[src/rtl/qpts_pkg.sv]
// ----------------------------------------------------------------------------
// qpts_pkg: shared types and constants for the projective quad weight setup
// Field widths, divider staging and status codes used across the block.
// ----------------------------------------------------------------------------
package qpts_pkg;

	localparam int COORD_BITS  = 16;
	localparam int DIFF_BITS   = COORD_BITS + 1;
	localparam int PROD_BITS   = 2 * DIFF_BITS;
	localparam int CROSS_BITS  = PROD_BITS + 1;
	localparam int WEIGHT_BITS = 24;
	localparam int WEIGHT_FRAC = WEIGHT_BITS - 8;
	localparam int LANES       = 4;
	localparam int DIV_STEP    = 4;
	localparam int DIV_STAGES  = WEIGHT_BITS / DIV_STEP;

	typedef enum logic [1:0] {
		STATUS_OK       = 2'd0,
		STATUS_PARALLEL = 2'd1,
		STATUS_S_RANGE  = 2'd2,
		STATUS_T_RANGE  = 2'd3
	} status_t;

	// Running state of one restoring division lane
	typedef struct packed {
		logic [CROSS_BITS-1:0]  rem;
		logic [WEIGHT_BITS-1:0] quo;
		logic [CROSS_BITS-1:0]  den;
	} div_t;

endpackage

[src/rtl/qpts_div_stage.sv]
// ----------------------------------------------------------------------------
// qpts_div_stage: one registered stage of a restoring divider lane
// Retires DIV_STEP quotient bits per stage; the numerator bits shift out of
// the top of the quotient field as the result bits shift in at the bottom.
// ----------------------------------------------------------------------------
module qpts_div_stage (
	input  logic          clk,
	input  logic          en,
	input  qpts_pkg::div_t d_in,
	output qpts_pkg::div_t d_out
);

	qpts_pkg::div_t nxt;

	// Compare and subtract once per quotient bit
	always_comb begin
		logic [qpts_pkg::CROSS_BITS-1:0] r;
		logic [qpts_pkg::WEIGHT_BITS-1:0] q;
		r = d_in.rem;
		q = d_in.quo;
		for (int i = 0; i < qpts_pkg::DIV_STEP; i++) begin
			r = {r[qpts_pkg::CROSS_BITS-2:0], q[qpts_pkg::WEIGHT_BITS-1]};
			q = {q[qpts_pkg::WEIGHT_BITS-2:0], 1'b0};
			if (r >= d_in.den) begin
				r = r - d_in.den;
				q[0] = 1'b1;
			end
		end
		nxt.rem = r;
		nxt.quo = q;
		nxt.den = d_in.den;
	end

	// Hold while en is low: this stage is full and the stage downstream is stalled
	always_ff @(posedge clk) begin
		if (en) begin
			d_out <= nxt;
		end
	end

endmodule

[config.mk]
export PLATFORM = sky130hd
export DESIGN_NAME = qpts_div_stage
export DESIGN_NICKNAME = d
export VERILOG_FILES = /design/src/rtl/qpts_pkg.sv /design/src/rtl/qpts_div_stage.sv
export SDC_FILE = /design/constraint.sdc
export NUM_CORES = 1
export LEC_CHECK = 0
export BUFFER_PORTS_ARGS = -buffer_cell sky130_fd_sc_hd__buf_2
export CAP_MARGIN = 15
export CORE_ASPECT_RATIO = 1.25
export CORE_UTILIZATION = 64
export CTS_CLUSTER_DIAMETER = 60
export DETAILED_ROUTE_END_ITERATION = 16
export GPL_ROUTABILITY_DRIVEN = 0
export HOLD_SLACK_MARGIN = 0.12
export PLACE_DENSITY = 0.88
export SLEW_MARGIN = 25
export SYNTH_ARGS = -nofsm -noshare
export SYNTH_HDL_FRONTEND = slang
export SYNTH_SLANG_ARGS = --single-unit
export TNS_END_PERCENT = 100
[constraint.sdc]
create_clock -name clk -period 23 [get_ports clk]
set_input_delay 2.3 -clock clk [delete_from_list [all_inputs] [get_ports clk]]
set_output_delay 2.3 -clock clk [all_outputs]
set_load 0.05 [all_outputs]
==> impl_metrics.csv <==
group,metric,value,unit
status,outcome,"complete, no violations",
power_and_ir_drop,ir_drop,0.140,mV
power_and_ir_drop,pwr-share-clk,7.7,%
synth,synthMostInstantiatedCell,"ha_1",
finish,largest-register,"d_out",
placement,io_buffer_count,188,
route,dr_wl_met3,3080,um
route,routedWlPerCell,19.8,um
sta,slew_violations,0,
clock_tree,cts_root_buf,"clkbuf_16",
clock_tree,cts_tree,"done",
clock_tree,hold_buffers,0,
grt,grt_max_degree,75,
clock_tree,path_clk_slew,80,ps
critical_path,critical_path_class,"in -> reg",
power_and_ir_drop,power_density,147,nW/um2
finish,synthToLayoutAreaGrowth,10.9,%
route,met1Wirelength,13800,um
synth,ys.flop_type,"edfxtp_1",
power_and_ir_drop,p_leak,6.09,nW
synth,ys_ff_latch,94,
grt,antenna_found_initial,0,
placement,post_dp_cell_area,13600,um2
clock_tree,cts.sinks,94,
power_and_ir_drop,p_sw,1.12,mW
grt,grt_pass1_vias,12200,
finish,post_route_cells_drive_above_1_share,16.1,%
critical_path,setup.worst_path.end,"d_out[71]",
synth,synth_edf_count,94,
power_and_ir_drop,switching_share,54.8,%
hold_path,hp-class,"in -> reg",
critical_path,worstPathArrival,15760,ps
finish,regArea,2820,um2
clock_tree,post_cts_resized,0,
synth,synth.distinct_cells,84,
clock_tree,cts_setup_buffers,0,
route,viasPerCell,6.75,
floorplanning,die-area,20100,um2
route,drc_errors,0,
critical_path,start_kind,"primary input",
power_and_ir_drop,p_seq_share,13.7,%
finish,top_regs,"d_out: 94 flops",
finish,final_cell_area,13900,um2
power_and_ir_drop,internal_power,925,uW
sta,fin_crit_sh,68.0,%
floorplanning,chipHeight,158,um
sta,rsz0062_at_grt,"false",
critical_path,required,23120,ps
synth,synth_nets,1761,
critical_path,cp_slowest_cell,"o21ai_0",
critical_path,startpoint,"d_in[22]",
synth,postSynthCellCount,1521,
synth,synth_top_cells_by_count,"140 x ha_1, 135 x a21oi_1, 124 x nand2_1, 105 x inv_1, 99 x o21ai_0",
grt,track_usage,37.7,%
finish,diodes,0,
floorplanning,ios,190,
sta,relSlewSlack,37.7,%
sta,whs,2100,ps
finish,fillers,1529,
synth,avgSynthCellArea,8.23,um2
critical_path,path_max_fanout,39,
synth,synthesis.area,12500,um2
clock_tree,h-tree-depth,3,
finish,layout.cells.non_filler,1938,
finish,multi_input_area,9040,um2
route,vias,13100,
route,top_layer_used,"met4",
synth,yosysSeqAreaShare,22.6,%
route,routed_wl,38300,um
power_and_ir_drop,combPwrFrac,78.6,%
critical_path,critical-path-max-stage-delay,730,ps
sta,final-hold-violation-count,0,
sta,setup_violations,0,
route,antenna_left,0,
floorplanning,core,19000,um2
sta,fin_setup_tns,0,ps
finish,finish.net_count,1912,
route,met2_wirelength,17800,um
placement,hpwl,30000,um
placement,post-place-cells,1922,
route,first_pass_iters,6,
synth,yosysWarnings,0,
grt,grt_pass1_wl,59600,um
sta,period_needed,15640,ps
critical_path,end_kind,"flip-flop",
synth,synthTopCellsByArea,"edfxtp_1 23%, ha_1 14%, a21oi_1 5.4%",
grt,overflow,0,
synth,synth_top_area_share,22.6,%
clock_tree,cts_buffers,9,
route,first_iter_violations,1284,
finish,largest_reg_flops,94,
synth,synth_area_leader_cell,"edfxtp_1",
power_and_ir_drop,power,2.04,mW
floorplanning,die_w,127,um
floorplanning,start_util,65.9,%
sta,fmax,64.0,MHz
floorplanning,num_rows,56,
job,max-cap-violations,0,
sta,worst_pin_slew,934,ps
synth,synth-async-reset-ratio,0,%
clock_tree,cts_buffer_depth,2,
## cell usage in the layout (no fill, tap or decap), types with 6 or more instances in the layout
cell type	instances
nand2b_1	16
mux2i_1	31
nor2b_1	10
a21o_1	46
mux2_2	31
nand2_1	124
or3_1	16
o31a_1	6
o221ai_1	25
clkbuf_16	9
buf_2	187
xor2_1	31
or2_2	9
a211o_1	7
nor2_1	98
and4_1	7
o21a_1	31
a221oi_1	6
nand3_1	34
o211ai_1	19
a211oi_1	26
inv_1	105
nor3_1	38
o21ai_0	99
and3_1	12
a21oi_1	135
nand4_1	31
o21bai_1	17
a31oi_1	15
nor4_1	10
o31ai_1	10
edfxtp_1	94
and2_1	14
ha_1	140
xnor2_1	72
## worst min path at each step
stage / start / to / cells after the start
2_1_floorplan: d_in[0] / d_out[0] / 0
3_3_place_gp: d_in[36] / d_out[40] / 1
3_5_place_dp: d_in[35] / d_out[39] / 1
4_1_cts: d_in[35] / d_out[39] / 1
5_1_grt: d_in[35] / d_out[39] / 1
6_report: d_in[40] / d_out[44] / 1
## layout make-up
type | instances | area share (%)
clock buffers | 9 | 1.62
clock inverters | 7 | 0.541
inverters | 109 | 2.95
multi-input cells | 1266 | 65.2
flip-flops and latches | 94 | 20.3
well taps | 261 | 2.35
repair buffers | 192 | 7.02
## critical path, delay by kind of cell
family | cells | cell delay, ps
AND/OR/NAND/NOR | 11 | 3140
adder cells (fa/ha/maj) | 4 | 1460
AO/OA/AOI/OAI | 17 | 5980
multiplexers | 2 | 660
buffers and inverters | 7 | 2140
## cells by family (layout without fill, tap and decap cells)
logic type               Yosys count  after routing  synth area share [%]
AO/OA/AOI/OAI                    513            513                  27.4
adder cells (fa/ha/maj)          144            144                  14.6
flip-flops                        94             94                  22.6
XOR/XNOR                         103            103                  7.21
AND/OR/NAND/NOR                  441            441                  17.4
buffers and inverters            161            317                  5.19
multiplexers                      65             65                  5.63
## power by group through the flow
stage / clock network (mW) / registers (mW) / logic [mW]
after global placement: 0 / 0.283 / 1.51
after floorplan: 0 / 0.438 / 1.06
after global routing: 0.164 / 0.283 / 1.73
after CTS: 0.158 / 0.280 / 1.56
after detailed placement: 0 / 0.284 / 1.54
final: 0.158 / 0.279 / 1.61
## per-layer routing
metal	up-vias	track usage, %
li1	6070	-
met1	5975	41.9
met2	816	63.9
met3	230	4.94
met4	0	33.3
met5	-	0
## through the flow
step / worst slack [ps] / utilization [%]
2_1_floorplan: 10850 / -
3_3_place_gp: 7860 / 71.5
3_5_place_dp: 7690 / 71.5
4_1_cts: 7940 / 73.1
5_1_grt: 6630 / 73.1
6_report: 7360 / 73.1
No activity file was read; power rests on OpenSTA's default activity.
